[src/sv/cna_pkg.sv]
// Shared types and codes for the complex number ALU.
package cna_pkg;

  typedef enum logic [2:0] {
    ACT_ADD  = 3'd0,
    ACT_SUB  = 3'd1,
    ACT_MUL  = 3'd2,
    ACT_DIV  = 3'd3,
    ACT_CONJ = 3'd4
  } act_t;

  // Per-request control flags that travel down the pipe beside the data.
  typedef struct packed {
    logic [2:0] act;     // raw action code, unused codes kept as they came
    logic       sat;     // clamp flag of add, subtract or conjugate
    logic       neg_re;  // sign of the real magnitude
    logic       neg_im;  // sign of the imaginary magnitude
    logic       big_re;  // real magnitude known to exceed every part range
    logic       big_im;  // imaginary magnitude known to exceed every part range
    logic       dz;      // zero denominator
  } ctl_t;

endpackage

[src/sv/cna_fold.sv]
// Three stages: product sums, magnitudes, and divider or multiply preparation.
module cna_fold
  import cna_pkg::*;
#(
  parameter int W = 16,
  parameter int F = 8
) (
  input  logic           clk,
  input  logic           rst,
  input  logic           up_valid,
  output logic           up_ready,
  input  ctl_t           up_ctl,
  input  logic [W-1:0]   up_q_re,
  input  logic [W-1:0]   up_q_im,
  input  logic [2*W-1:0] p_rr,
  input  logic [2*W-1:0] p_ii,
  input  logic [2*W-1:0] p_ri,
  input  logic [2*W-1:0] p_ir,
  input  logic [2*W-1:0] p_bb,
  input  logic [2*W-1:0] p_cc,
  output logic           dn_valid,
  input  logic           dn_ready,
  output ctl_t           dn_ctl,
  output logic [2*W-1:0] dn_d,
  output logic [2*W-1:0] dn_rem_re,
  output logic [2*W-1:0] dn_rem_im,
  output logic [W-1:0]   dn_xl_re,
  output logic [W-1:0]   dn_xl_im,
  output logic [W-1:0]   dn_q_re,
  output logic [W-1:0]   dn_q_im
);

  localparam int W2 = 2 * W;
  localparam int XW = 2 * W + F;
  localparam int RW = W + F;

  // stage A: signed sums
  logic          va;
  ctl_t          ctl_a;
  logic [W-1:0]  q_re_a, q_im_a;
  logic [W2:0]   s_re_a, s_im_a;
  logic [W2-1:0] d_a;
  logic [W2:0]   s_re_next, s_im_next;
  logic          rdy_a;

  // stage B: magnitudes
  logic          vb;
  ctl_t          ctl_b;
  ctl_t          ctl_b_next;
  logic [W-1:0]  q_re_b, q_im_b;
  logic [W2-1:0] mag_re_b, mag_im_b, d_b;
  logic [W2:0]   abs_re, abs_im;
  logic          rdy_b;

  // stage C prep
  logic [W2-1:0] mq_re, mq_im;
  logic [XW-1:0] x_re, x_im;
  logic [RW-1:0] r0_re, r0_im;
  ctl_t          ctl_c_next;
  logic [W-1:0]  q_re_c_next, q_im_c_next;

  assign rdy_b    = !dn_valid || dn_ready;
  assign rdy_a    = !vb || rdy_b;
  assign up_ready = !va || rdy_a;

  always_comb begin
    unique case (up_ctl.act)
      ACT_MUL: begin
        s_re_next = {p_rr[W2-1], p_rr} - {p_ii[W2-1], p_ii};
        s_im_next = {p_ri[W2-1], p_ri} + {p_ir[W2-1], p_ir};
      end
      ACT_DIV: begin
        s_re_next = {p_rr[W2-1], p_rr} + {p_ii[W2-1], p_ii};
        s_im_next = {p_ir[W2-1], p_ir} - {p_ri[W2-1], p_ri};
      end
      default: begin
        s_re_next = '0;
        s_im_next = '0;
      end
    endcase
  end

  always_ff @(posedge clk) begin
    if (rst) begin
      va       <= 1'b0;
      vb       <= 1'b0;
      dn_valid <= 1'b0;
    end else begin
      if (up_ready) va       <= up_valid;
      if (rdy_a)    vb       <= va;
      if (rdy_b)    dn_valid <= vb;
    end
  end

  always_ff @(posedge clk) begin
    if (up_valid && up_ready) begin
      ctl_a  <= up_ctl;
      q_re_a <= up_q_re;
      q_im_a <= up_q_im;
      s_re_a <= s_re_next;
      s_im_a <= s_im_next;
      d_a    <= p_bb + p_cc;  // both squares nonnegative, sum fits
    end
  end

  // |sum| never exceeds 2^(2W-1), so the magnitude fits 2W bits
  assign abs_re = s_re_a[W2] ? ('0 - s_re_a) : s_re_a;
  assign abs_im = s_im_a[W2] ? ('0 - s_im_a) : s_im_a;

  always_comb begin
    ctl_b_next        = ctl_a;
    ctl_b_next.neg_re = s_re_a[W2];
    ctl_b_next.neg_im = s_im_a[W2];
    ctl_b_next.dz     = (d_a == '0);
  end

  always_ff @(posedge clk) begin
    if (va && rdy_a) begin
      ctl_b        <= ctl_b_next;
      q_re_b       <= q_re_a;
      q_im_b       <= q_im_a;
      mag_re_b     <= abs_re[W2-1:0];
      mag_im_b     <= abs_im[W2-1:0];
      d_b          <= d_a;
    end
  end

  assign mq_re = mag_re_b >> F;
  assign mq_im = mag_im_b >> F;
  assign x_re  = XW'(mag_re_b) << F;
  assign x_im  = XW'(mag_im_b) << F;
  assign r0_re = x_re[XW-1:W];
  assign r0_im = x_im[XW-1:W];

  always_comb begin
    ctl_c_next  = ctl_b;
    q_re_c_next = q_re_b;
    q_im_c_next = q_im_b;
    unique case (ctl_b.act)
      ACT_MUL: begin
        ctl_c_next.big_re = |mq_re[W2-1:W];
        ctl_c_next.big_im = |mq_im[W2-1:W];
        q_re_c_next       = mq_re[W-1:0];
        q_im_c_next       = mq_im[W-1:0];
      end
      ACT_DIV: begin
        // quotient reaches 2^W exactly when the top dividend part is >= D
        ctl_c_next.big_re = (XW'(r0_re) >= XW'(d_b));
        ctl_c_next.big_im = (XW'(r0_im) >= XW'(d_b));
        q_re_c_next       = '0;
        q_im_c_next       = '0;
      end
      default: begin
        ctl_c_next.big_re = 1'b0;
        ctl_c_next.big_im = 1'b0;
      end
    endcase
  end

  always_ff @(posedge clk) begin
    if (vb && rdy_b) begin
      dn_ctl    <= ctl_c_next;
      dn_d      <= d_b;
      dn_rem_re <= W2'(r0_re);
      dn_rem_im <= W2'(r0_im);
      dn_xl_re  <= x_re[W-1:0];
      dn_xl_im  <= x_im[W-1:0];
      dn_q_re   <= q_re_c_next;
      dn_q_im   <= q_im_c_next;
    end
  end

endmodule

[config.mk]
export PLATFORM = sky130hd
export DESIGN_NAME = cna_fold
export DESIGN_NICKNAME = d
export VERILOG_FILES = /design/src/sv/cna_pkg.sv /design/src/sv/cna_fold.sv
export SDC_FILE = /design/constraint.sdc
export NUM_CORES = 1
export LEC_CHECK = 0
export ABC_CLOCK_PERIOD_IN_PS = 14000
export BUFFER_PORTS_ARGS = -buffer_cell sky130_fd_sc_hd__buf_2
export CORE_AREA = 2 2 151 301
export DETAILED_ROUTE_END_ITERATION = 7
export DIE_AREA = 0 0 153 303
export PLACE_DENSITY = 0.74
export SETUP_SLACK_MARGIN = 0.2
export SLEW_MARGIN = 20
export SYNTH_ARGS = -nofsm -noshare
export SYNTH_HDL_FRONTEND = slang
export SYNTH_SLANG_ARGS = --single-unit
[constraint.sdc]
create_clock -name clk -period 14 [get_ports clk]
set_input_delay 2.8 -clock clk [delete_from_list [all_inputs] [get_ports clk]]
set_output_delay 2.8 -clock clk [all_outputs]
set_load 0.05 [all_outputs]
# Yosys cells after proc, flatten, opt, wreduce, memory -nomap -nowiden

Cells that the tools add are included.

Mux-type cells: 7
Reduce and logical (&&, ||, !) cells: 12
Equal/unequal tests: 4
Order comparisons: 2
$add $sub $neg: 7

Operators with widths:

| kind                  | count |
|---|---|
| $pmux 33 s2           | 2 |
| $add 32x32->33        | 2 |
| $sub 32x32->33        | 2 |
| $ge 24x32->1          | 2 |
| $mux 32               | 2 |
| $pmux 16 s2           | 2 |
| $sub 1x32->32 const A | 2 |
| $add 32x32->32        | 1 |
| $logic_not 32->1      | 1 |
| $reduce_or 8->1       | 2 |
| $eq 3x2->1 const B    | 4 |
| $pmux 2 s2            | 1 |
| $logic_and 1x1->1     | 3 |
| $logic_not 1->1       | 3 |
| $logic_or 1x1->1      | 3 |

Logic and storage cells: 66
Output and inout port bits: 171
Register bits after elaboration: 409

# Depth between registers and ports, before layout

Depth after elaboration: 5
Depth in mapped cells: 18
Depth with buffers taken out: 17

# Least setup slack after synthesis

OpenSTA, ideal clock, no wires.

Path type: in2reg
Start point: input dn_ready
End point: register ctl_b[0] in the netlist's numbering (enable)
Buffers on the path: 0
Stages on the path: 2
Data required time: 13164 ps
Setup slack: 521 ps
Arrival: 12643 ps
Cell sequence: nor2b_1 > a21boi_0

Longest elaborated chain between the ends: 3

Ends and longest elaborated chain:

| what                 | RTL line        | source |
|---|---|---|
| from (decl)          | cna_fold.sv:22  | `input logic dn_ready,` |
| $logic_or 1x1->1     | cna_fold.sv:62  | `assign rdy_b = !dn_valid \|\| dn_ready;` |
| $logic_or 1x1->1     | cna_fold.sv:63  | `assign rdy_a = !vb \|\| rdy_b;` |
| $logic_and 1x1->1    | cna_fold.sv:118 | `if (va && rdy_a) begin` |
| to (signal assigned) | cna_fold.sv:119 | `ctl_b <= ctl_b_next;` |
| to (decl)            | cna_fold.sv:48  | `ctl_t ctl_b;` |

No other way between the ends.
A chain may end at the register's enable or synchronous reset.

# Final worst setup path

Start point: input p_ri[11]
End point: register s_im_a[31] (data pin)

Longest elaborated chain between the ends: 2

Ends and longest elaborated chain:

| what                                                    | RTL line                       | source |
|---|---|---|
| from (decl)                                             | cna_fold.sv:17                 | `input logic [2*W-1:0] p_ri,` |
| $sub 32x32->33 / $add 32x32->33 (equally long branches) | cna_fold.sv:74, cna_fold.sv:70 |  |
| $pmux 33 s2 (*)                                         | cna_fold.sv:67                 | `unique case (up_ctl.act)` |
| to (signal assigned)                                    | cna_fold.sv:101                | `s_im_a <= s_im_next;` |
| to (decl)                                               | cna_fold.sv:41                 | `logic [W2:0] s_re_a, s_im_a;` |

Every way passes the cells marked *; elsewhere a longest branch is shown, timed or not.

==> results.txt <==
Outcome: complete, no violations
R2R depth: 8
Max_cap viols: 0
Number of synthesis warnings: 0
Synth area leaders: edfxtp_1 (55%), ha_1 (8.3%), xnor2_1 (4.9%), xor2_1 (2.8%), a21oi_1 (2.7%)
Initial core utilization: 0.504
Setup slack, reg-to-reg: 10.80 ns
Chip width: 153 um
Most common cell in the netlist: edfxtp_1
Crit path to: s_im_a[31]
Setup Buffers After CTS: 0
RR Endpoint: mag_re_b[30]
CTS H-Tree Depth: 2
Start point of the critical path: p_ri[11]
Synth top cells by count: edfxtp_1 (406), ha_1 (148), nor2_1 (125)
Worst-path clk slew: 0.07 ns
Num ports: 408
Largest net degree at the start of global routing: 85
Hpwl dp: 44.9 mm
Crit path time final: 6.96 ns
Peak supply drop: 0.0699 mV
DR vias/cell: 5.60
CP required: 14.24 ns
Multi-input gate area: 9440 sq um
Worst slew margin: 0.292
Via count: 15.9k
Slew @ Worst Pin: 1.06 ns
Main flop type after synthesis: edfxtp_1
Gr usage total: 0.235
PD cells: 120 nW/um^2
Hold Crit Start: mag_im_b[3]
Final Hold Viols: 0
TritonCTS clock tree: done
Share of layout cells above drive strength 1: 0.203
Fill cells: 3673
CTS Sinks: 409
Post-synth EDFFs: 406
CORE AREA: 44100 sq um
Drt first-iter violations: 898
DRT antenna net count: 0
Syn Inst Count: 1886
CP startpoint kind: input pin
1st-pass router iterations: 5
Dpl ws: 6.55 ns
Yosys cell types: 73
FMAX: 144 MHz
CTS max path bufs: 3
CP Data Arrival Time: 7.19 ns
Crit end category: flip-flop
Post-synth top area cell: edfxtp_1
Vias in the first global route: 15.7k
NetSw: 851 uW
Clock network fraction of total power: 0.304
Mapped Area: 22200 sq um
Total negative slack: 0 ns
WS Path Type: input pin to flip-flop
Final worst setup slack: 7.04 ns
Layout Area Growth over Synthesis: 15.7%
Grt total ovfl: 0
CP max FO: 6
Synth top area share: 0.549
Final net count: 2639
Total wire length: 56.1 mm
Antenna violations before repair: 6
First-pass GRT wire length: 85.2 mm
Reg2reg start: s_re_a[8]
Flops & latches, synth: 409
RSZ-0062 raised after global routing: false
Flop pwr share: 0.498
Ys async rst share: 0
Lkg Pwr: 10.3 nW
Sw Ratio: 0.277
Tcrit/Tclk final: 0.497
Clock Latency Late Sink: 0.52 ns
Drt drc: 0
Synth Area per Inst: 11.8 sq um
Die Y: 303 um
WL/cell: 19.8 um
Slew Limit Fails: 0
Gate power share: 0.198
Total CTS buffers: 35
Die area: 46400 sq um
Cell internal pwr: 2.22 mW
RePlAce Congestion: 0.890
Post-CTS Hold Fix Bufs: 0
CTS-repair resized insts: 0
Port bufs: 370
Hold WC Path Type: flip-flop to flip-flop
Row Count: 109
Post-synthesis sequential area ratio: 0.551
CTS Root Cell: clkbuf_16
Final clock skew: 0.0239 ns
Final setup fails: 0
Area occupied by registers: 12300 sq um
critical path, stage by stage:
cell and delay (ns):
buf_2 0.11, or4_1 0.58, nor4_1 0.39, or4b_2 0.70
nor3_1 0.53, a21oi_1 0.18, xnor2_1 0.16, ha_1 0.38
a21o_1 0.22, a21o_1 0.16, a21o_1 0.22, a21oi_1 0.16
a21oi_1 0.09, a311oi_1 0.25, xor2_1 0.19, nor2_1 0.05
worst min path at each step:
stage,to,slack [ns],cells after the start
after global routing,q_im_b[8],0.42,0
final,dn_xl_im[11],0.41,0
after CTS,dn_xl_im[11],0.41,0
after floorplan,ctl_b[5],0.40,0
after detailed placement,q_im_b[15],0.40,0
after global placement,dn_xl_re[8],0.40,0
layout make-up:
class,count,area share
antenna,5,0.000487
inverter,67,0.00979
sequential,409,0.477
tap,555,0.0270
clock inverter,15,0.00467
timing repair buffer,382,0.0756
multi-input combinational,1356,0.367
clock buffer,45,0.0384
logic make-up (layout without fill, tap and decap cells):
| family | Yosys count | in the layout | share of synthesized area |
|---|---|---|---|
| DFF | 409 | 409 | 0.551 |
| and+or+nand+nor | 508 | 508 | 0.117 |
| AOI/OAI and AO/OA | 462 | 462 | 0.134 |
| buffers and inverters | 152 | 509 | 0.0311 |
| adders and majority gates | 151 | 151 | 0.0860 |
| xor gates and xnor gates | 195 | 195 | 0.0769 |
| other | 1 | 37 | 0.000169 |
| muxes | 8 | 8 | 0.00360 |
registers in the layout (all words and copies together) (netlist names), 4 cells and up:
name / count
s_im_a: 33
s_re_a: 33
d_a: 32
d_b: 32
dn_d: 32
mag_im_b: 32
mag_re_b: 32
dn_rem_im: 24
dn_rem_re: 24
dn_q_im: 16
dn_q_re: 16
q_im_a: 16
q_im_b: 16
q_re_a: 16
q_re_b: 16
dn_ctl: 9
dn_xl_im: 8
dn_xl_re: 8
ctl_b: 7
ctl_a: 4
power by group through the flow:
| stage | clock network [mW] | registers (mW) | logic (mW) |
|---|---|---|---|
| global placement | 0 | 1.55 | 0.593 |
| finish | 0.933 | 1.53 | 0.610 |
| floorplan | 0 | 1.58 | 0.408 |
| global route | 1.00 | 1.54 | 0.672 |
| detailed placement | 0 | 1.56 | 0.606 |
| CTS | 0.955 | 1.53 | 0.609 |
layout by cell type (no fill, tap or decap), types with 6 or more instances in the layout:
cell type  synthesis  layout
nand2_1          120     120
nor4_1            26      25
and2_1            10      10
a21oi_1          119     119
a21o_1            70      70
buf_2              0     370
ha_1             148     148
clkbuf_16          0      37
nand3_1           21      21
buf_4             32      12
xor2_1            71      71
o31ai_1           35      35
a31oi_1           15      14
edfxtp_1         406     406
nor2_1           125     125
and3_1            16      16
nor2b_1           16      15
nor3b_1            6       6
a211oi_1          11      11
nand2b_1          48      46
or2_2              8       8
mux2i_1            8       8
or4_1             14      14
nor3_1            29      29
o21bai_1           8       8
o21a_1            20      20
inv_1             67      67
o21ai_0          111     111
conb_1             1      32
or3_1             22      22
o41ai_1           13      13
xnor2_1          124     124
nand4_1           23      23
per-layer routing:
metal  GRT usage  vias to the layer above  part of all wire
met5           0                        -           0.00023
met4       0.115                        2             0.050
met3      0.0260                      118             0.044
met2       0.460                      535              0.56
met1       0.248                     7483              0.35
li1            -                     7736                 -
stage by stage:
stage | instance area, sq um | util | instances | power (mW) | hold WS [ns]
4_1_cts | 25700 | 0.583 | 2829 | 3.10 | 0.410
3_3_place_gp | 24600 | 0.558 | 2769 | 2.15 | 0.402
5_1_grt | 25700 | 0.583 | 2833 | 3.21 | 0.420
6_report | 25700 | 0.583 | 2834 | 3.07 | 0.407
3_5_place_dp | 24600 | 0.558 | 2769 | 2.16 | 0.405
2_1_floorplan | 22300 | - | 1917 | 1.99 | 0.400
Power figures use the tool's default switching activity.
