File: src/sv/cna_pkg.sv
// Shared types and codes for the complex number ALU.
package cna_pkg;

  typedef enum logic [2:0] {
    ACT_ADD  = 3'd0,
    ACT_SUB  = 3'd1,
    ACT_MUL  = 3'd2,
    ACT_DIV  = 3'd3,
    ACT_CONJ = 3'd4
  } act_t;

  // Per-request control flags that travel down the pipe beside the data.
  typedef struct packed {
    logic [2:0] act;     // raw action code, unused codes kept as they came
    logic       sat;     // clamp flag of add, subtract or conjugate
    logic       neg_re;  // sign of the real magnitude
    logic       neg_im;  // sign of the imaginary magnitude
    logic       big_re;  // real magnitude known to exceed every part range
    logic       big_im;  // imaginary magnitude known to exceed every part range
    logic       dz;      // zero denominator
  } ctl_t;

endpackage

File: src/sv/cna_if.sv
// Request and response channel interfaces of the complex number ALU.
interface cna_req_if #(
  parameter int PART_WIDTH = 16
);
  logic                         valid;
  logic                         ready;
  logic [2:0]                   action;
  logic signed [PART_WIDTH-1:0] a_real;
  logic signed [PART_WIDTH-1:0] a_imag;
  logic signed [PART_WIDTH-1:0] b_real;
  logic signed [PART_WIDTH-1:0] b_imag;

  modport source (output valid, action, a_real, a_imag, b_real, b_imag, input ready);
  modport sink   (input valid, action, a_real, a_imag, b_real, b_imag, output ready);
endinterface


File: src/sv/cna_prod.sv
// First stage: partial products and the add, subtract and conjugate results.
module cna_prod
  import cna_pkg::*;
#(
  parameter int W = 16
) (
  input  logic              clk,
  input  logic              rst,
  cna_req_if.sink           req,
  output logic              dn_valid,
  input  logic              dn_ready,
  output ctl_t              dn_ctl,
  output logic [W-1:0]      dn_q_re,
  output logic [W-1:0]      dn_q_im,
  output logic [2*W-1:0]    p_rr,
  output logic [2*W-1:0]    p_ii,
  output logic [2*W-1:0]    p_ri,
  output logic [2*W-1:0]    p_ir,
  output logic [2*W-1:0]    p_bb,
  output logic [2*W-1:0]    p_cc
);

  localparam int W2 = 2 * W;

  logic signed [W-1:0]  ar, ai, br, bi;
  logic signed [W2-1:0] m_rr, m_ii, m_ri, m_ir, m_bb, m_cc;
  logic [W:0]           sr, si;
  logic [W:0]           cr, ci;
  ctl_t                 ctl_next;

  // Returns {clamp flag, part} for a sum one bit wider than a part.
  function automatic logic [W:0] clamp_sum(input logic [W:0] v);
    if (v[W] != v[W-1]) begin
      return {1'b1, v[W], {(W-1){~v[W]}}};
    end
    return {1'b0, v[W-1:0]};
  endfunction

  assign ar = req.a_real;
  assign ai = req.a_imag;
  assign br = req.b_real;
  assign bi = req.b_imag;

  assign m_rr = ar * br;
  assign m_ii = ai * bi;
  assign m_ri = ar * bi;
  assign m_ir = ai * br;
  assign m_bb = br * br;
  assign m_cc = bi * bi;

  always_comb begin
    unique case (req.action)
      ACT_ADD: begin
        sr = {ar[W-1], ar} + {br[W-1], br};
        si = {ai[W-1], ai} + {bi[W-1], bi};
      end
      ACT_SUB: begin
        sr = {ar[W-1], ar} - {br[W-1], br};
        si = {ai[W-1], ai} - {bi[W-1], bi};
      end
      ACT_CONJ: begin
        sr = {ar[W-1], ar};
        si = '0 - {ai[W-1], ai};
      end
      default: begin
        sr = '0;
        si = '0;
      end
    endcase
  end

  assign cr = clamp_sum(sr);
  assign ci = clamp_sum(si);

  always_comb begin
    ctl_next     = '0;
    ctl_next.act = req.action;
    ctl_next.sat = cr[W] | ci[W];
  end

  assign req.ready = !dn_valid || dn_ready;

  always_ff @(posedge clk) begin
    if (rst) begin
      dn_valid <= 1'b0;
    end else if (req.ready) begin
      dn_valid <= req.valid;
    end
  end

  always_ff @(posedge clk) begin
    if (req.valid && req.ready) begin
      dn_ctl        <= ctl_next;
      dn_q_re       <= cr[W-1:0];
      dn_q_im       <= ci[W-1:0];
      p_rr          <= m_rr;
      p_ii          <= m_ii;
      p_ri          <= m_ri;
      p_ir          <= m_ir;
      p_bb          <= m_bb;
      p_cc          <= m_cc;
    end
  end

endmodule

File: src/flat_wrapper.sv
// flat-port wrapper written by rule: the top's interface ports become plain ports
module cna_prod_flat import cna_pkg::*;
#(
  parameter int W = 16
)
  (clk, rst, dn_valid, dn_ready, dn_ctl, dn_q_re, dn_q_im, p_rr, p_ii, p_ri, p_ir, p_bb, p_cc, req_valid, req_action, req_a_real, req_a_imag, req_b_real, req_b_imag, req_ready);
  cna_req_if req_i ();
  input  logic clk;
  input  logic rst;
  output logic dn_valid;
  input  logic dn_ready;
  output ctl_t dn_ctl;
  output logic [W-1:0] dn_q_re;
  output logic [W-1:0] dn_q_im;
  output logic [2*W-1:0] p_rr;
  output logic [2*W-1:0] p_ii;
  output logic [2*W-1:0] p_ri;
  output logic [2*W-1:0] p_ir;
  output logic [2*W-1:0] p_bb;
  output logic [2*W-1:0] p_cc;
  input wire logic [$bits(req_i.valid)-1:0] req_valid;
  input wire logic [$bits(req_i.action)-1:0] req_action;
  input wire logic [$bits(req_i.a_real)-1:0] req_a_real;
  input wire logic [$bits(req_i.a_imag)-1:0] req_a_imag;
  input wire logic [$bits(req_i.b_real)-1:0] req_b_real;
  input wire logic [$bits(req_i.b_imag)-1:0] req_b_imag;
  output wire logic [$bits(req_i.ready)-1:0] req_ready;
  assign req_i.valid = req_valid;
  assign req_i.action = req_action;
  assign req_i.a_real = req_a_real;
  assign req_i.a_imag = req_a_imag;
  assign req_i.b_real = req_b_real;
  assign req_i.b_imag = req_b_imag;
  assign req_ready = req_i.ready;
  cna_prod #(.W(W)) u_core (.clk(clk), .rst(rst), .req(req_i), .dn_valid(dn_valid), .dn_ready(dn_ready), .dn_ctl(dn_ctl), .dn_q_re(dn_q_re), .dn_q_im(dn_q_im), .p_rr(p_rr), .p_ii(p_ii), .p_ri(p_ri), .p_ir(p_ir), .p_bb(p_bb), .p_cc(p_cc));
endmodule
File: config.mk
export PLATFORM = sky130hd
export DESIGN_NAME = cna_prod_flat
export DESIGN_NICKNAME = d
export VERILOG_FILES = /design/src/sv/cna_pkg.sv /design/src/sv/cna_if.sv /design/src/sv/cna_prod.sv /design/src/flat_wrapper.sv
export SDC_FILE = /design/constraint.sdc
export NUM_CORES = 2
export LEC_CHECK = 0
export BUFFER_PORTS_ARGS = -buffer_cell sky130_fd_sc_hd__buf_2
export CORE_MARGIN = 2
export CORE_UTILIZATION = 35
export DETAILED_ROUTE_END_ITERATION = 6
export HOLD_SLACK_MARGIN = 0.03
export PLACE_DENSITY = 0.51
export REMOVE_ABC_BUFFERS = 1
export SLEW_MARGIN = 20
export SYNTH_ARGS = -nofsm -noshare
export SYNTH_HDL_FRONTEND = slang
export SYNTH_SLANG_ARGS = --single-unit
export TNS_END_PERCENT = 1
File: constraint.sdc
create_clock -name clk -period 6.9 [get_ports clk]
set_clock_uncertainty 0.1 [all_clocks]
set_input_delay 0.345 -clock clk [delete_from_list [all_inputs] [get_ports clk]]
set_output_delay 0.345 -clock clk [all_outputs]
set_load 0.1 [all_outputs]
# Yosys cells after proc, flatten, opt, wreduce, memory -nomap -nowiden

Cells that the tools add are included.

Input bits: 71
Logic and storage cells: 41
Flip-flop bits (word level): 229

Bitwise logic cells: 3
Multiply operators: 6
Reduce and logical (&&, ||, !) cells: 4
Add/subtract/negate cells: 5
Eq/ne operators: 4
Multiplexer cells: 8

Operators with widths:

| operator                                             | count |
|---|---|
| multiplier 16 x 16 -> 32 bit                         | 6 |
| one-hot mux 17 bit (3 select lines)                  | 2 |
| two-way mux 17 bit                                   | 4 |
| adder 16 x 16 -> 17 bit                              | 2 |
| subtractor 16 x 16 -> 17 bit                         | 2 |
| subtractor 1 x 16 -> 17 bit (first input constant)   | 1 |
| equality test 3 x 1 -> 1 bit (second input constant) | 1 |
| equality test 3 bit (second input constant)          | 1 |
| zero test 3 bit                                      | 1 |
| two-way mux 1 bit                                    | 2 |
| != test 1 bit                                        | 2 |
| inverter 1 bit                                       | 2 |
| logical AND 1 bit                                    | 1 |
| zero test 1 bit                                      | 1 |
| logical OR 1 bit                                     | 1 |
| bitwise OR 1 bit                                     | 1 |

# Logic depth before layout (Yosys ltp)

Depth in word-level cells: 6
Gate-level depth with buffers: 26

# Worst setup path before layout

Ideal clock, no wire load.

Kind: reg-to-reg
From: reg u_core.dn_valid
To: reg u_core.dn_ctl[5] (netlist name)
Period minus slack after synthesis: 7.514 ns
Arrival: 6.801 ns
Setup time: 0.613 ns
Stages on the path, launching flop included: 3
Setup slack: -0.614 ns
Cell sequence: dfxtp_1 nand2b_1 and2_1

Longest elaborated chain between the ends: 3

RTL lines:

| element                | RTL line           | RTL |
|---|---|---|
| start, declared        | cna_prod.sv:10     | `output logic dn_valid,` |
| start signal, assigned | cna_prod.sv:87     | `dn_valid <= req.valid;` |
| zero test 1 bit        | cna_prod.sv:81     | `assign req.ready = !dn_valid \|\| dn_ready;` |
| logical OR 1 bit       | cna_prod.sv:81     |  |
| named net req_ready    | flat_wrapper.sv:27 | `output wire logic [$bits(req_i.ready)-1:0] req_ready;` |
| logical AND 1 bit      | cna_prod.sv:92     | `if (req.valid && req.ready) begin` |

The timed path passes the listed nets, and every way through them passes these cells.
A chain may end at the register's enable or synchronous reset.

# Worst setup path in the final report

From: in req_a_real[12]
To: reg u_core.p_ri[30] (data pin)

Longest elaborated chain between the ends: 1

RTL lines:

| element                      | RTL line           | RTL |
|---|---|---|
| start, declared              | flat_wrapper.sv:23 | `input wire logic [$bits(req_i.a_real)-1:0] req_a_real;` |
| multiplier 16 x 16 -> 32 bit | cna_prod.sv:46     | `assign m_ri = ar * bi;` |
| named net u_core.m_ri[30]    | cna_prod.sv:26     | `logic signed [W2-1:0] m_rr, m_ii, m_ri, m_ir, m_bb, m_cc;` |
| end signal, assigned         | cna_prod.sv:98     | `p_ri <= m_ri;` |
| end, declared                | cna_prod.sv:17     | `output logic [2*W-1:0] p_ri,` |

The timed path passes the listed nets, and every way through them passes these cells.

==> flow_metrics.py <==
metrics = {
    "run_status": {
        "status": "finished, final reports clean",
    },
    "synth": {
        "synth_area_um2": 66800,
        "synth_top_family_by_area": "adder cells",
        "synth_compound_area_share_pct": 5.71,
        "synth_cell_type_count": 81,
        "synth_adder_area_share_pct": 55.9,
        "synth_top_area_share_pct": 45.6,
        "netlist_instances": 7014,
        "synth_edf_count": 226,
        "yosysWarnings": 0,
        "synth_xor_area_share_pct": 3.72,
        "synthMuxAreaShare_pct": 0.135,
        "synth_top_flop_cell": "edfxtp_1",
        "ys_seq_area_share_pct": 10.2,
        "synth-seq-cells": 227,
        "synth_area_leader_cell": "fa_1",
        "synth_area_leaders": "fa_1 (46%), ha_1 (10%), edfxtp_1 (10%), inv_1 (10%), and2_1 (4.8%)",
        "avgSynthCellArea_um2": 9.53,
        "synth-simple-area-share_pct": 12.4,
        "synth-async-reset-ratio_pct": 0,
    },
    "finish": {
        "areaGrowthSynthToFinish_pct": 13.9,
        "post-route-util_pct": 40.1,
        "layout.cells.non_filler": 10100,
        "fin_area_um2": 76100,
        "drive_above_1_share_pct": 12.1,
        "fin_nets": 9716,
    },
    "critical_path": {
        "worst_r2r_endpoint": "u_core.p_ir[0]",
        "r2r_setup_slack_ns": 4.56,
        "r2r-start": "u_core.dn_valid",
        "critPathArrivalTime_ns": 6.86,
        "end_kind": "flop",
        "crit_fanout": 12,
        "critPathKind": "primary input to flop",
        "start_kind": "primary input",
        "reg2regPathDepth": 3,
        "required_ns": 7.15,
    },
    "route": {
        "drc_errors": 0,
        "avgRoutedWirePerCell_um": 18.5,
        "drtIter0Drc": 2995,
        "first_pass_iters": 6,
        "ant_nets": 0,
        "viasPerCell": 4.72,
        "via_count": 47800,
        "totalWireLength_um": 187000,
    },
    "global_route": {
        "grt.total_usage_pct": 20.0,
        "grt_pass1_wl_um": 297000,
        "overflow": 0,
        "grt_max_degree": 103,
        "first_global_vias": 51300,
        "antenna_found_initial": 15,
    },
    "placed_design": {
        "dp_hpwl_um": 160000,
        "portBuffers": 298,
        "place.gp.congestion": 0.867,
        "dp.cells": 10000,
        "postPlaceCellArea_um2": 74800,
    },
    "cts": {
        "cts_buffers": 35,
        "post_cts_resized": 0,
        "clk_latency_ns": 0.61,
        "cts.sinks": 227,
        "clockBufferDepth": 3,
        "clkTransAtPathRegs_ns": 0.05,
        "cts-root-buf": "clkbuf_16",
        "cts_tree": "built",
        "htreeDepth": 2,
    },
    "worst_hold_path": {
        "holdPathEnd": "u_core.p_bb[0]",
        "hp-class": "primary input to flop",
        "hold_path_depth": 2,
        "worstHoldStart": "req_b_real[0]",
    },
    "timing": {
        "finalCritPeriodShare_pct": 95.9,
        "slew_headroom_pct": 39.4,
        "tns_ns": 0,
        "timing.final.max_slew_violations": 0,
        "clock.fmax_ghz": 0.151,
        "fin_crit_ns": 6.62,
        "tightest_slew_ns": 0.886,
        "rsz0062_at_grt": "false",
        "finalSetupViolations": 0,
        "hold_viol_final": 0,
    },
    "floorplanning": {
        "io-pin-count": 306,
        "rows": 160,
        "die_area_um2": 194000,
        "start_util_pct": 35.2,
        "die_x_um": 441,
        "core_um2": 190000,
        "die_h_um": 441,
    },
    "run": {
        "cap_violations": 0,
    },
}
critical path, stage by stage:
cell	delay (ns)
buf_2	0.44
buf_4	0.31
nand2_1	0.10
fa_1	0.51
fa_1	0.52
fa_1	0.53
inv_1	0.06
fa_1	0.48
fa_1	0.50
inv_1	0.05
fa_1	0.47
inv_1	0.04
ha_1	0.30
nand2_1	0.07
nor3_1	0.27
o211ai_1	0.18
buf_4	0.20
a2111oi_0	0.62
nor2_1	0.16
a22oi_1	0.20
a21oi_1	0.13
o21ai_0	0.23
xor2_1	0.11
state kept, by name, summed over array words and instances, names as in the netlist:
name	count
u_core.p_ii	32
u_core.p_ir	32
u_core.p_ri	32
u_core.p_rr	32
u_core.p_bb	31
u_core.p_cc	31
u_core.dn_q_im	16
u_core.dn_q_re	16
u_core.dn_ctl	4
u_core.dn_valid	1
per-stage QoR:
stage               worst slack, ns  hold WS [ns]
global placement             -0.160         0.398
global route                 0.0949         0.210
CTS                           0.388         0.181
finish                        0.283         0.223
floorplan                    -0.614         0.314
detailed placement           -0.247         0.401
synth_stat cells, drive strengths merged (34+ instances only):
| cell type | n |
|---|---|
| a21o | 77 |
| a21oi | 164 |
| a31oi | 45 |
| and2 | 510 |
| clkbuf | 280 |
| edfxtp | 226 |
| fa | 1521 |
| ha | 552 |
| inv | 1799 |
| nand2 | 717 |
| nand2b | 34 |
| nand3 | 41 |
| nor2 | 264 |
| nor3 | 40 |
| o21ai | 104 |
| xnor2 | 223 |
| xor2 | 60 |
routing by layer:
metal / part of all wire (%) / wire length (um) / GRT usage, %
met5: 0.067 / 126 / 0
met4: 2.3 / 4340 / 4.44
met3: 4.8 / 9000 / 2.58
met2: 46 / 86400 / 32.0
met1: 46 / 86800 / 28.8
cells by family (layout without fill, tap and decap cells):
logic type	count (synthesis)	count (layout)
muxes	9	9
adders and majority gates	2073	2073
and+or+nand+nor	1719	1719
xor gates and xnor gates	283	283
AOI/OAI and AO/OA	586	586
other	1	16
DFF	227	227
buffers and inverters	2116	2695
cell usage in the layout, fill, tap and decap left out, drive strengths merged, types with 10 or more instances in the layout:
cell	netlist	final
o21a	31	31
a21o	77	77
clkinv	10	23
nand4	10	10
or3	13	13
nor3	40	40
nor2	264	264
and2	510	510
nand3	41	41
a31o	10	10
a211oi	22	22
a31oi	45	45
inv	1799	1800
o211ai	10	10
nor2b	17	17
nand2	717	717
edfxtp	226	226
o31ai	14	14
nor4	16	16
xor2	60	60
fa	1521	1521
buf	27	816
o21bai	31	31
nand2b	34	34
ha	552	552
a21boi	10	10
a21oi	164	164
xnor2	223	223
or2	12	12
and3	20	20
clkbuf	280	37
o21ai	104	104
repair_timing:
item	4_1_cts	5_1_grt
hold buffers	6	0
hold endpoints to repair	5	0
buffers inserted	0	0
worst max-delay path by stage:
stage | start | endpoint | slack (ns) | cells past startpoint
final | req_a_real[12] | u_core.p_ri[30] | 0.28 | 23
after CTS | req_a_real[12] | u_core.p_ri[30] | 0.39 | 23
after global placement | req_b_real[1] | u_core.p_rr[31] | -0.16 | 26
after global routing | req_a_real[12] | u_core.p_ri[30] | 0.09 | 23
after detailed placement | req_a_real[12] | u_core.p_ri[30] | -0.25 | 23
after floorplan | u_core.dn_valid | u_core.dn_ctl[5] | -0.61 | 2
layout make-up:
| type | count | area, um^2 |
|---|---|---|
| clock inverter | 27 | 340 |
| inverter | 1809 | 6790 |
| fill | 19000 | 114000 |
| timing repair buffer | 822 | 6070 |
| antenna | 9 | 22.5 |
| tap | 2511 | 3140 |
| clock buffer | 37 | 883 |
| multi-input combinational | 4677 | 52100 |
| sequential | 227 | 6810 |
Power is not shown: default switching activity piles up to over one toggle a cycle in this logic, so the estimate is an artifact.
