## src/sv/cna_pkg.sv

```systemverilog
// Shared types and codes for the complex number ALU.
package cna_pkg;

  typedef enum logic [2:0] {
    ACT_ADD  = 3'd0,
    ACT_SUB  = 3'd1,
    ACT_MUL  = 3'd2,
    ACT_DIV  = 3'd3,
    ACT_CONJ = 3'd4
  } act_t;

  // Per-request control flags that travel down the pipe beside the data.
  typedef struct packed {
    logic [2:0] act;     // raw action code, unused codes kept as they came
    logic       sat;     // clamp flag of add, subtract or conjugate
    logic       neg_re;  // sign of the real magnitude
    logic       neg_im;  // sign of the imaginary magnitude
    logic       big_re;  // real magnitude known to exceed every part range
    logic       big_im;  // imaginary magnitude known to exceed every part range
    logic       dz;      // zero denominator
  } ctl_t;

endpackage

```

## src/sv/cna_if.sv

```systemverilog


interface cna_rsp_if #(
  parameter int PART_WIDTH = 16
);
  logic                         valid;
  logic                         ready;
  logic signed [PART_WIDTH-1:0] res_real;
  logic signed [PART_WIDTH-1:0] res_imag;
  logic                         div_zero;
  logic                         saturated;

  modport source (output valid, res_real, res_imag, div_zero, saturated, input ready);
  modport sink   (input valid, res_real, res_imag, div_zero, saturated, output ready);
endinterface

```

## src/sv/cna_final.sv

```systemverilog
// Last stage: signs, clamping, zero-denominator handling and the response register.
module cna_final
  import cna_pkg::*;
#(
  parameter int W = 16
) (
  input  logic         clk,
  input  logic         rst,
  input  logic         up_valid,
  output logic         up_ready,
  input  ctl_t         up_ctl,
  input  logic [W-1:0] up_q_re,
  input  logic [W-1:0] up_q_im,
  cna_rsp_if.source    rsp
);

  logic [W:0]   c_re, c_im;
  logic [W-1:0] re_next, im_next;
  logic         dz_next, sat_next;

  // Returns {clamp flag, part} for a sign and a magnitude.
  function automatic logic [W:0] clamp_mag(input logic neg, input logic big,
                                           input logic [W-1:0] q);
    if (!neg) begin
      if (big || q[W-1]) begin
        return {1'b1, 1'b0, {(W-1){1'b1}}};
      end
      return {1'b0, q};
    end
    if (big || (q[W-1] && (|q[W-2:0]))) begin
      return {1'b1, 1'b1, {(W-1){1'b0}}};
    end
    return {1'b0, W'('0 - q)};
  endfunction

  assign c_re = clamp_mag(up_ctl.neg_re, up_ctl.big_re, up_q_re);
  assign c_im = clamp_mag(up_ctl.neg_im, up_ctl.big_im, up_q_im);

  always_comb begin
    unique case (up_ctl.act)
      ACT_ADD, ACT_SUB, ACT_CONJ: begin
        re_next  = up_q_re;
        im_next  = up_q_im;
        dz_next  = 1'b0;
        sat_next = up_ctl.sat;
      end
      ACT_MUL: begin
        re_next  = c_re[W-1:0];
        im_next  = c_im[W-1:0];
        dz_next  = 1'b0;
        sat_next = c_re[W] | c_im[W];
      end
      ACT_DIV: begin
        re_next  = up_ctl.dz ? '0 : c_re[W-1:0];
        im_next  = up_ctl.dz ? '0 : c_im[W-1:0];
        dz_next  = up_ctl.dz;
        sat_next = !up_ctl.dz && (c_re[W] | c_im[W]);
      end
      default: begin
        re_next  = '0;
        im_next  = '0;
        dz_next  = 1'b0;
        sat_next = 1'b0;
      end
    endcase
  end

  assign up_ready = !rsp.valid || rsp.ready;

  always_ff @(posedge clk) begin
    if (rst) begin
      rsp.valid <= 1'b0;
    end else if (up_ready) begin
      rsp.valid <= up_valid;
    end
  end

  always_ff @(posedge clk) begin
    if (up_valid && up_ready) begin
      rsp.res_real  <= re_next;
      rsp.res_imag  <= im_next;
      rsp.div_zero  <= dz_next;
      rsp.saturated <= sat_next;
    end
  end

endmodule

```

## src/flat_wrapper.sv

```systemverilog
// flat-port wrapper written by rule: the top's interface ports become plain ports
module cna_final_flat import cna_pkg::*;
#(
  parameter int W = 16
)
  (clk, rst, up_valid, up_ready, up_ctl, up_q_re, up_q_im, rsp_valid, rsp_res_real, rsp_res_imag, rsp_div_zero, rsp_saturated, rsp_ready);
  cna_rsp_if rsp_i ();
  input  logic clk;
  input  logic rst;
  input  logic up_valid;
  output logic up_ready;
  input  ctl_t up_ctl;
  input  logic [W-1:0] up_q_re;
  input  logic [W-1:0] up_q_im;
  output wire logic [$bits(rsp_i.valid)-1:0] rsp_valid;
  output wire logic [$bits(rsp_i.res_real)-1:0] rsp_res_real;
  output wire logic [$bits(rsp_i.res_imag)-1:0] rsp_res_imag;
  output wire logic [$bits(rsp_i.div_zero)-1:0] rsp_div_zero;
  output wire logic [$bits(rsp_i.saturated)-1:0] rsp_saturated;
  input wire logic [$bits(rsp_i.ready)-1:0] rsp_ready;
  assign rsp_valid = rsp_i.valid;
  assign rsp_res_real = rsp_i.res_real;
  assign rsp_res_imag = rsp_i.res_imag;
  assign rsp_div_zero = rsp_i.div_zero;
  assign rsp_saturated = rsp_i.saturated;
  assign rsp_i.ready = rsp_ready;
  cna_final #(.W(W)) u_core (.clk(clk), .rst(rst), .up_valid(up_valid), .up_ready(up_ready), .up_ctl(up_ctl), .up_q_re(up_q_re), .up_q_im(up_q_im), .rsp(rsp_i));
endmodule
```

## config.mk

```make
export PLATFORM = sky130hd
export DESIGN_NAME = cna_final_flat
export DESIGN_NICKNAME = d
export VERILOG_FILES = /design/src/sv/cna_pkg.sv /design/src/sv/cna_if.sv /design/src/sv/cna_final.sv /design/src/flat_wrapper.sv
export SDC_FILE = /design/constraint.sdc
export NUM_CORES = 1
export LEC_CHECK = 0
export BUFFER_PORTS_ARGS = -buffer_cell sky130_fd_sc_hd__clkbuf_2
export CAP_MARGIN = 20
export CORE_MARGIN = 5
export CORE_UTILIZATION = 45
export DETAILED_ROUTE_END_ITERATION = 10
export PLACE_DENSITY = 0.73
export RECOVER_POWER = 50
export SLEW_MARGIN = 20
export SYNTH_ARGS = -nofsm -noshare
export SYNTH_HDL_FRONTEND = slang
export SYNTH_SLANG_ARGS = --single-unit
```

## constraint.sdc

```tcl
create_clock -name clk -period 6.4 [get_ports clk]
set_clock_uncertainty 0.15 [all_clocks]
set_input_delay 1.28 -clock clk [delete_from_list [all_inputs] [get_ports clk]]
set_output_delay 1.28 -clock clk [all_outputs]
set_load 0.01 [all_outputs]
```

# ---- After elaboration in Yosys (flattened, before gate mapping)
# Index checks and enable logic that the tools add are counted.
dict set report totals {
  in_bits 45
  ramBits 0
  mem_bits_ro 0
  output_inout_bits 36
  mem_count 0
  ff_bits 35
  latch_bits 0
  word_cells 52
}
dict set report op_classes {
  div 0
  muxes 25
  n_addsub 2
  n_bitwise 1
  eq_ne 4
  mul 0
  order_cmp 0
  shifts 0
  n_reduce_logical 15
}
# op n
set ops {}
lappend ops {{$mux 17} 12}
lappend ops {{$pmux 16 s3} 2}
lappend ops {{$mux 16} 2}
lappend ops {{$sub 1x16->16 const A} 2}
lappend ops {{$reduce_or 15->1} 2}
lappend ops {{$mux 1} 8}
lappend ops {{$eq 3x2->1 const B} 2}
lappend ops {{$logic_or 1x1->1} 5}
lappend ops {{$logic_and 1x1->1} 4}
lappend ops {{$eq 3x1->1 const B} 1}
lappend ops {{$eq 3x3->1 const B} 1}
lappend ops {{$logic_not 3->1} 1}
lappend ops {{$pmux 1 s3} 1}
lappend ops {{$reduce_or 3->1} 1}
lappend ops {{$logic_not 1->1} 2}
lappend ops {{$or 1x1->1} 1}

# ---- Logic depth before layout (Yosys ltp)
# Gate-level depths: netlist of run 1.
dict set report logic_depth {
  depth_word 11
  ltp_mapped 7
  depth_no_buf 7
}

# ---- Worst setup path before layout of run 1
# OpenSTA, ideal clock, no wires.
dict set report synth_timing {
  kind {input -> register}
  from {input up_q_im[0]}
  to {register u_core.rsp.res_imag[10] (data pin)}
  cell_stages 7
  setup_time_ns 0.261
  arrival_time_ns 2.758
  t_required_ns 5.989
  path_buffers 0
  slack_ns 3.231
  cell_sequence {inv_1 -> ha_1 -> nor3b_1 -> nand3_1 -> or3_1 -> xor2_1 -> a221o_1}
}
dict set report synth_between {
  elab_chain_len 9
  elab_cells_between_ends 11
  cone_classes {add/sub (1); mux (7); reduce/logical (3)}
}
# element line_no
set synth_rtl {}
lappend synth_rtl {{from (decl)} flat_wrapper.sv:14} ;# input logic [W-1:0] up_q_im;
lappend synth_rtl {{branches (longest 5 deep; another with $sub 1x16->16)} n/a}
lappend synth_rtl {{$mux 17 *} cna_final.sv:33} ;# return {1'b0, W'('0 - q)};
lappend synth_rtl {{$mux 17 *} cna_final.sv:30} ;# if (big || (q[W-1] && (|q[W-2:0]))) begin
lappend synth_rtl {{$mux 16} cna_final.sv:55} ;# im_next = up_ctl.dz ? '0 : c_im[W-1:0];
lappend synth_rtl {{$pmux 16 s3 *} cna_final.sv:40} ;# unique case (up_ctl.act)
lappend synth_rtl {{via u_core.im_next[10]} cna_final.sv:18} ;# logic [W-1:0] re_next, im_next;
lappend synth_rtl {{to (signal assigned)} cna_final.sv:81} ;# rsp.res_imag <= im_next;
lappend synth_rtl {{to (decl)} cna_if.sv:13} ;# modport source (output valid, res_real, res_imag, div_zero, saturated, input ready);
# Mark *: on every way through the listed nets, which the timed path passes. The select of a mux whose other input is x is not followed.
# A chain may end at the register's enable or synchronous reset.

# ---- Final worst setup path of run 1
dict set report layout_timing {
  from {input up_q_re[1]}
  to {register u_core.rsp.res_real[6] (data pin)}
}
dict set report layout_between {
  elab_chain_len 9
  elab_cells_between_ends 11
  cone_classes {add/sub (1); mux (7); reduce/logical (3)}
}
# element line_no
set layout_rtl {}
lappend layout_rtl {{from (decl)} flat_wrapper.sv:13} ;# input logic [W-1:0] up_q_re;
lappend layout_rtl {{branches (longest 5 deep; another with $sub 1x16->16)} n/a}
lappend layout_rtl {{$mux 17 *} cna_final.sv:33}
lappend layout_rtl {{$mux 17 *} cna_final.sv:30}
lappend layout_rtl {{$mux 16} cna_final.sv:54} ;# re_next = up_ctl.dz ? '0 : c_re[W-1:0];
lappend layout_rtl {{$pmux 16 s3 *} cna_final.sv:40}
lappend layout_rtl {{via u_core.re_next[6]} cna_final.sv:18}
lappend layout_rtl {{to (signal assigned)} cna_final.sv:80} ;# rsp.res_real <= re_next;
lappend layout_rtl {{to (decl)} cna_if.sv:13}
# Marked as above.

==> results of run 1 <==
[sequential cells by signal, indices dropped and copies added, names as in the netlist]
name	cells
u_core.rsp.res_real	16
u_core.rsp.div_zero	1
u_core.rsp.res_imag	16
u_core.rsp.saturated	1
u_core.rsp.valid	1
[logic make-up after synthesis]
group / share of synthesized area
simple gates: 0.2877
compound gates: 0.2154
flops: 0.4361
buf+inv: 0.03145
xor+xnor: 0.01468
fa+ha+maj: 0.01048
mux: 0.004193
[power by group through the flow]
stage	sequential (mW)	combinational, mW	clock, mW
finish	0.279	0.121	0.159
global route	0.281	0.133	0.172
CTS	0.278	0.125	0.160
detailed placement	0.283	0.124	0
global placement	0.283	0.123	0
floorplan	0.293	0.0565	0
[worst max-delay path, cell delays in order]
cell	delay, ns
clkbuf_2	0.12
inv_1	0.06
ha_1	0.17
nor3b_4	0.42
a41oi_2	0.31
a211oi_4	0.57
a21oi_1	0.13
a311oi_1	0.32
[synth_stat cells (5+ instances only)]
| library cell | instances | area [sq um] |
|---|---|---|
| inv_1 | 11 | 41.29 |
| nand3_1 | 13 | 65.06 |
| nand4_1 | 7 | 43.79 |
| clkbuf_1 | 9 | 33.78 |
| nor2_1 | 24 | 90.09 |
| edfxtp_1 | 34 | 1021 |
| a311oi_1 | 6 | 52.55 |
| nand2_1 | 31 | 116.4 |
| a21oi_1 | 24 | 120.1 |
| o21ai_0 | 16 | 80.08 |
| nor4_1 | 9 | 56.30 |
| o31ai_1 | 5 | 37.54 |
| nor3_1 | 16 | 80.08 |
[per-layer routing]
layer	track usage	part of all wire
met2	0.3047	0.47
met3	0.04554	0.090
met5	0	0
met1	0.2623	0.43
met4	0.05201	0.011
[layout by cell type (no fill, tap or decap), drive strengths merged, types with 3 or more instances in the layout]
cell / n
nor3: 17
clkbuf: 88
nand2: 31
edfxtp: 34
a31oi: 4
inv: 11
nand4: 7
and2: 4
o31ai: 5
nand3: 13
a21oi: 24
nor4b: 3
nor4: 11
a221oi: 3
nor2: 24
o21ai: 17
nor3b: 3
a311oi: 6
o211ai: 4
nand2b: 4
[through the flow]
stage	util	power (mW)	hold WS [ns]	cells
floorplan	-	0.3496	0.4430	266
global placement	0.5557	0.4056	0.3493	409
detailed placement	0.5557	0.4074	0.3662	409
CTS	0.5716	0.5627	0.3754	417
global route	0.5626	0.5851	0.4225	417
finish	0.5626	0.5580	0.3732	417
[worst max path at each step]
| stage | to | slack (ns) | depth (start not counted) |
|---|---|---|---|
| after global routing | u_core.rsp.res_real[6] | 2.75 | 8 |
| after detailed placement | u_core.rsp.res_real[6] | 2.73 | 8 |
| after global placement | u_core.rsp.res_real[6] | 2.80 | 8 |
| after floorplan | u_core.rsp.res_imag[10] | 3.23 | 7 |
| final | u_core.rsp.res_real[6] | 2.97 | 8 |
| after CTS | u_core.rsp.res_real[6] | 3.03 | 8 |
[final cells by class]
cell class                      count  area [sq um]  share of cell area
Sequential cell                    35          1041              0.3600
Tap cell                           70         87.58             0.03029
Timing Repair Buffer               82         369.1              0.1277
Clock inverter                      1         5.005            0.001731
Multi-Input combinational cell    211          1271              0.4396
Clock buffer                        7         76.32             0.02640
Inverter                           11         41.29             0.01428
==> out/results.tsv, run 1 <==
metric	value	unit
Detail Placement HPWL	5.010	mm
Post-Syn Instances	266	
RD Place Congestion	0.9435	
Setup Buffers After CTS	0	
Clock power frac	0.284	
pre-CTS setup slack	2.731	ns
drc violations	0	
hold_buf cts	0	
Distinct cells, synth	47	
Worst Path Arrival	3.37	ns
Detail Route Antenna Nets	0	
fmax	291.2	MHz
Comb pwr share	0.216	
Syn-to-layout area delta	21.12	%
die span in y	82.84	um
design area	2892	sq um
P_leak	1.020	nW
reg-to-reg startpoint	u_core.rsp.valid	
hold endpoint	u_core.rsp.valid	
all-layer global routing usage	0.1919	
clock sink count	35	
fin worst setup slack	2.966	ns
Final TNS setup	0	ns
min Tclk post-route	3.434	ns
RR Endpoint	u_core.rsp.res_real[5]	
CTS-repair resized insts	0	
number of antenna diodes	0	
crit path from	up_q_re[1]	
Worst Hold Class	reg -> reg	
number of enable flip-flop cells after synthesis	34	
Setup Viol. Count Final	0	
R2R cell count	3	
DR iter-0 viols	353	
flop2flop setup slack	3.97	ns
initial antenna violation count	0	
WL/cell	16.20	um
clk slew on worst S/H paths	0.06	ns
P_sw	0.1664	mW
HP Start	u_core.rsp.valid	
largest net degree at the start of global routing	35	
global-route wire length before repair	10.86	mm
Yosys warning count	0	
H-tree Lvls	2	
Startpoint Class	input pin	
IO Port Bufs	80	
CTS buffer count	5	
Die W	82.84	um
CTS tree	built	
syn nets	313	
worst-margin pin slew	1.846	ns
Nets	393	
Crit Path Category	in -> reg	
Yosys reg bits	35	
Reg power frac	0.499	
FP Rows	26	
Max-Cap Viols	1	
Pwr Density	193.0	nW/um^2
WHS Path Cells	2	
GRT Residual Overflow	0	
switching share of power	0.2982	
Cell Int Power	0.3916	mW
sequential share of the synthesized area	0.4361	
Max-slew headroom	-0.2309	
Final Cycle Share	0.5365	
failing checks	capacitance limit, slew limit	
vias in the first global route	2228	
status	finished with violations	
Final Slew Violations	35	
Critical Path Fanout Max	10	
Clock Tree Root	clkbuf_8	
CP endpoint kind	register	
maximum vdd drop	0.1090	mV
total number of vias	2521	
initial core utilization	0.4645	
top-level I/O count	81	
Vias/cell	6.046	
Core Region	5140	sq um
RSZ-0062 raised after global routing	false	
Crit path required time	6.34	ns
mean post-synth cell area	8.975	sq um
Syn Std Cell Area	2387	sq um
detailed-router iteration count before antenna repair	8	
Fillers	494	
area post-placement	2856	sq um
Detailed Route WL	6.755	mm
layout cells sized above 1	0.1816	
Skew-Pair Late Insertion Delay	0.28	ns
Hold Vio Cnt, Final	0	
Main synth FF type	edfxtp_1	
FFs w/ async S/R, synth	0	
CTS max path bufs	2	
die area	6862	sq um
Note: power is estimated with default switching activity, not from simulation.
==> run 2, diff against run 1 <==
Settings changed: ABC_AREA set to 1, PLACE_DENSITY 0.73 to 0.74.
Clock period 6.4 ns to 3.1 ns, I/O delays scaled along.
==> run 2 against run 1 <==
Compared with the run above: the flow still finishes with violations (capacitance limit, slew limit); clock-buffer cell count fell by 1; power grew 110%; non-clock buffer count fell by 1; largest power group unchanged; flip-flop and latch count is the same; core utilization is 0.55 points lower; critical path type unchanged; highest routed layer unchanged; largest cell class unchanged; clock power grew 99%; hold slack worse by 0.040 ns; cell area is 14% higher; die area is 13% higher.
==> out/results.tsv, run 2 <==
metric	value	unit
fmax	391.7	MHz
CTS-repair resized insts	0	
Max-slew headroom	-0.2922	
Final Cycle Share	0.8236	
Nets	502	
CTS max path bufs	2	
design area	3298	sq um
all-layer global routing usage	0.1924	
biggest regs	u_core.rsp.res_imag x16, u_core.rsp.res_real x16	
die area	7771	sq um
hold_buf cts	0	
XOR/XNOR Fraction of Synth Area	0.01912	
CP endpoint kind	register	
P_leak	1.581	nW
syn nets	418	
clk slew on worst S/H paths	0.07	ns
top-level I/O count	81	
Syn Std Cell Area	2749	sq um
IO Port Bufs	80	
simple-gate share of the synthesized area	0.4083	
Yosys reg bits	35	
min Tclk post-route	2.553	ns
Syn-to-layout area delta	19.98	%
sequential share of the synthesized area	0.3787	
RSZ-0062 raised after global routing	false	
Detail Placement HPWL	5.695	mm
cell with the most instances after synthesis	nand2_1	
Setup Buffers After CTS	0	
total power	1.171	mW
Clock Tree Root	clkbuf_8	
Core Region	5921	sq um
GRT Residual Overflow	0	
Max-Cap Viols	1	
FP Rows	28	
Crit path required time	2.82	ns
Synth Area in Adders	0.009103	
commonest non-fill, non-tap cell in the layout	nand2_1	
mux cell area share after synthesis	0	
Critical Path Fanout Max	34	
status	finished with violations	
H-tree Lvls	2	
CTS tree	built	
Reg area	1041	sq um
Fillers	601	
Yosys warning count	0	
Die W	88.16	um
clock sink count	35	
WL/cell	13.76	um
global-route wire length before repair	11.88	mm
drc violations	0	
Vias/cell	5.160	
Pwr Density	355.0	nW/um^2
initial antenna violation count	0	
number of antenna diodes	0	
mean post-synth cell area	7.409	sq um
largest family of logic cells by synthesized area	simple AND/OR/NAND/NOR gates	
total number of vias	2740	
Distinct cells, synth	30	
Synth top cells by count	106 x nand2_1, 41 x inv_1, 38 x nand3_1, 34 x edfxtp_1, 34 x nor2_1	
Post-Place Cells	523	
Startpoint Class	input pin	
initial core utilization	0.4643	
RD Place Congestion	0.8585	
failing checks	capacitance limit, slew limit	
fin cells	531	
ranking of synthesized cells by area	edfxtp_1 37%, nand2_1 14%, nand3_1 6.9%	
flop2flop setup slack	0.64	ns
Setup Viol. Count Final	0	
worst-margin pin slew	1.938	ns
area of the multi-input gates	1515	sq um
Main synth FF type	edfxtp_1	
Compound-Gate Fraction of Synth Area	0.1106	
Final Slew Violations	35	
Crit Path Category	in -> reg	
Skew-Pair Late Insertion Delay	0.28	ns
DR iter-0 viols	222	
Final TNS setup	0	ns
most frequent cells in the layout	106 x nand2_1, 64 x clkbuf_2, 41 x inv_1, 38 x nand3_1	
detailed-router iteration count before antenna repair	4	
Worst Hold Class	in -> reg	
number of enable flip-flop cells after synthesis	34	
Post-Syn Instances	371	
maximum vdd drop	0.1603	mV
Hold Vio Cnt, Final	0	
Detailed Route WL	7.307	mm
layout cells sized above 1	0.2368	
largest net degree at the start of global routing	35	
biggest area consumer among synthesized cells	edfxtp_1	
vias in the first global route	2590	
die span in y	88.16	um
FFs w/ async S/R, synth	0	
Detail Route Antenna Nets	0	
Synth top area share	0.3714	
CTS buffer count	5	
Worst Path Arrival	2.27	ns
area post-placement	3242	sq um
-- run 2: report_power, final --
| group | switching, mW | internal (mW) | leakage [nW] |
|---|---|---|---|
| sequential | 0.0102 | 0.566 | 0.347 |
| combinational | 0.184 | 0.0942 | 1.19 |
| clock | 0.163 | 0.153 | 0.0403 |
| total | 0.357 | 0.814 | 1.58 |
-- run 2: path summary, 6_finish.rpt --
| kind | start | end | depth (start not counted) |
|---|---|---|---|
| worst max register to register | u_core.rsp.valid | u_core.rsp.res_imag[5] | 2 |
| worst max-delay path | rsp_ready | u_core.rsp.res_imag[5] | 4 |
| worst min register to register | u_core.rsp.valid | u_core.rsp.valid | 2 |
| worst min-delay path | rst | u_core.rsp.valid | 2 |
-- run 2: stage by stage --
step                setup WS, ns  utilization  hold WS, ns
floorplan                 0.1776            -       0.4270
global placement          0.7938       0.5475       0.3663
global route              0.4217       0.5571       0.3333
finish                    0.5469       0.5571       0.3331
CTS                        1.002       0.5611       0.3259
detailed placement        0.6942       0.5475       0.3795
-- run 2: per-layer routing --
metal / part of all wire / global-route usage / up-vias
met5: 0 / 0 / -
met4: 0.012 / 0.06044 / 0
met3: 0.063 / 0.03481 / 8
met2: 0.48 / 0.3164 / 79
met1: 0.44 / 0.2575 / 1252
li1: - / - / 1401
-- run 2: cells by family (layout without fill, tap and decap cells) --
group                      count (synthesis)  after routing
buffers and inverters                     53            138
xor gates and xnor gates                   6              6
AOI/OAI and AO/OA                         55             55
adders and majority gates                  2              2
and+or+nand+nor                          220            220
DFF                                       35             35
-- run 2: area by class of cell --
cell class	count	share of cell area
repair buffers	81	0.1165
well taps	75	0.02845
clock inverters	2	0.002276
inverters	49	0.05577
flip-flops and latches	35	0.3156
clock buffers	6	0.02200
multi-input cells	283	0.4594
-- run 2: worst max-delay path, cell delays in order --
cell and delay (ns):
clkbuf_2 0.07, inv_1 0.06, a21oi_4 0.11, clkbuf_1 1.40
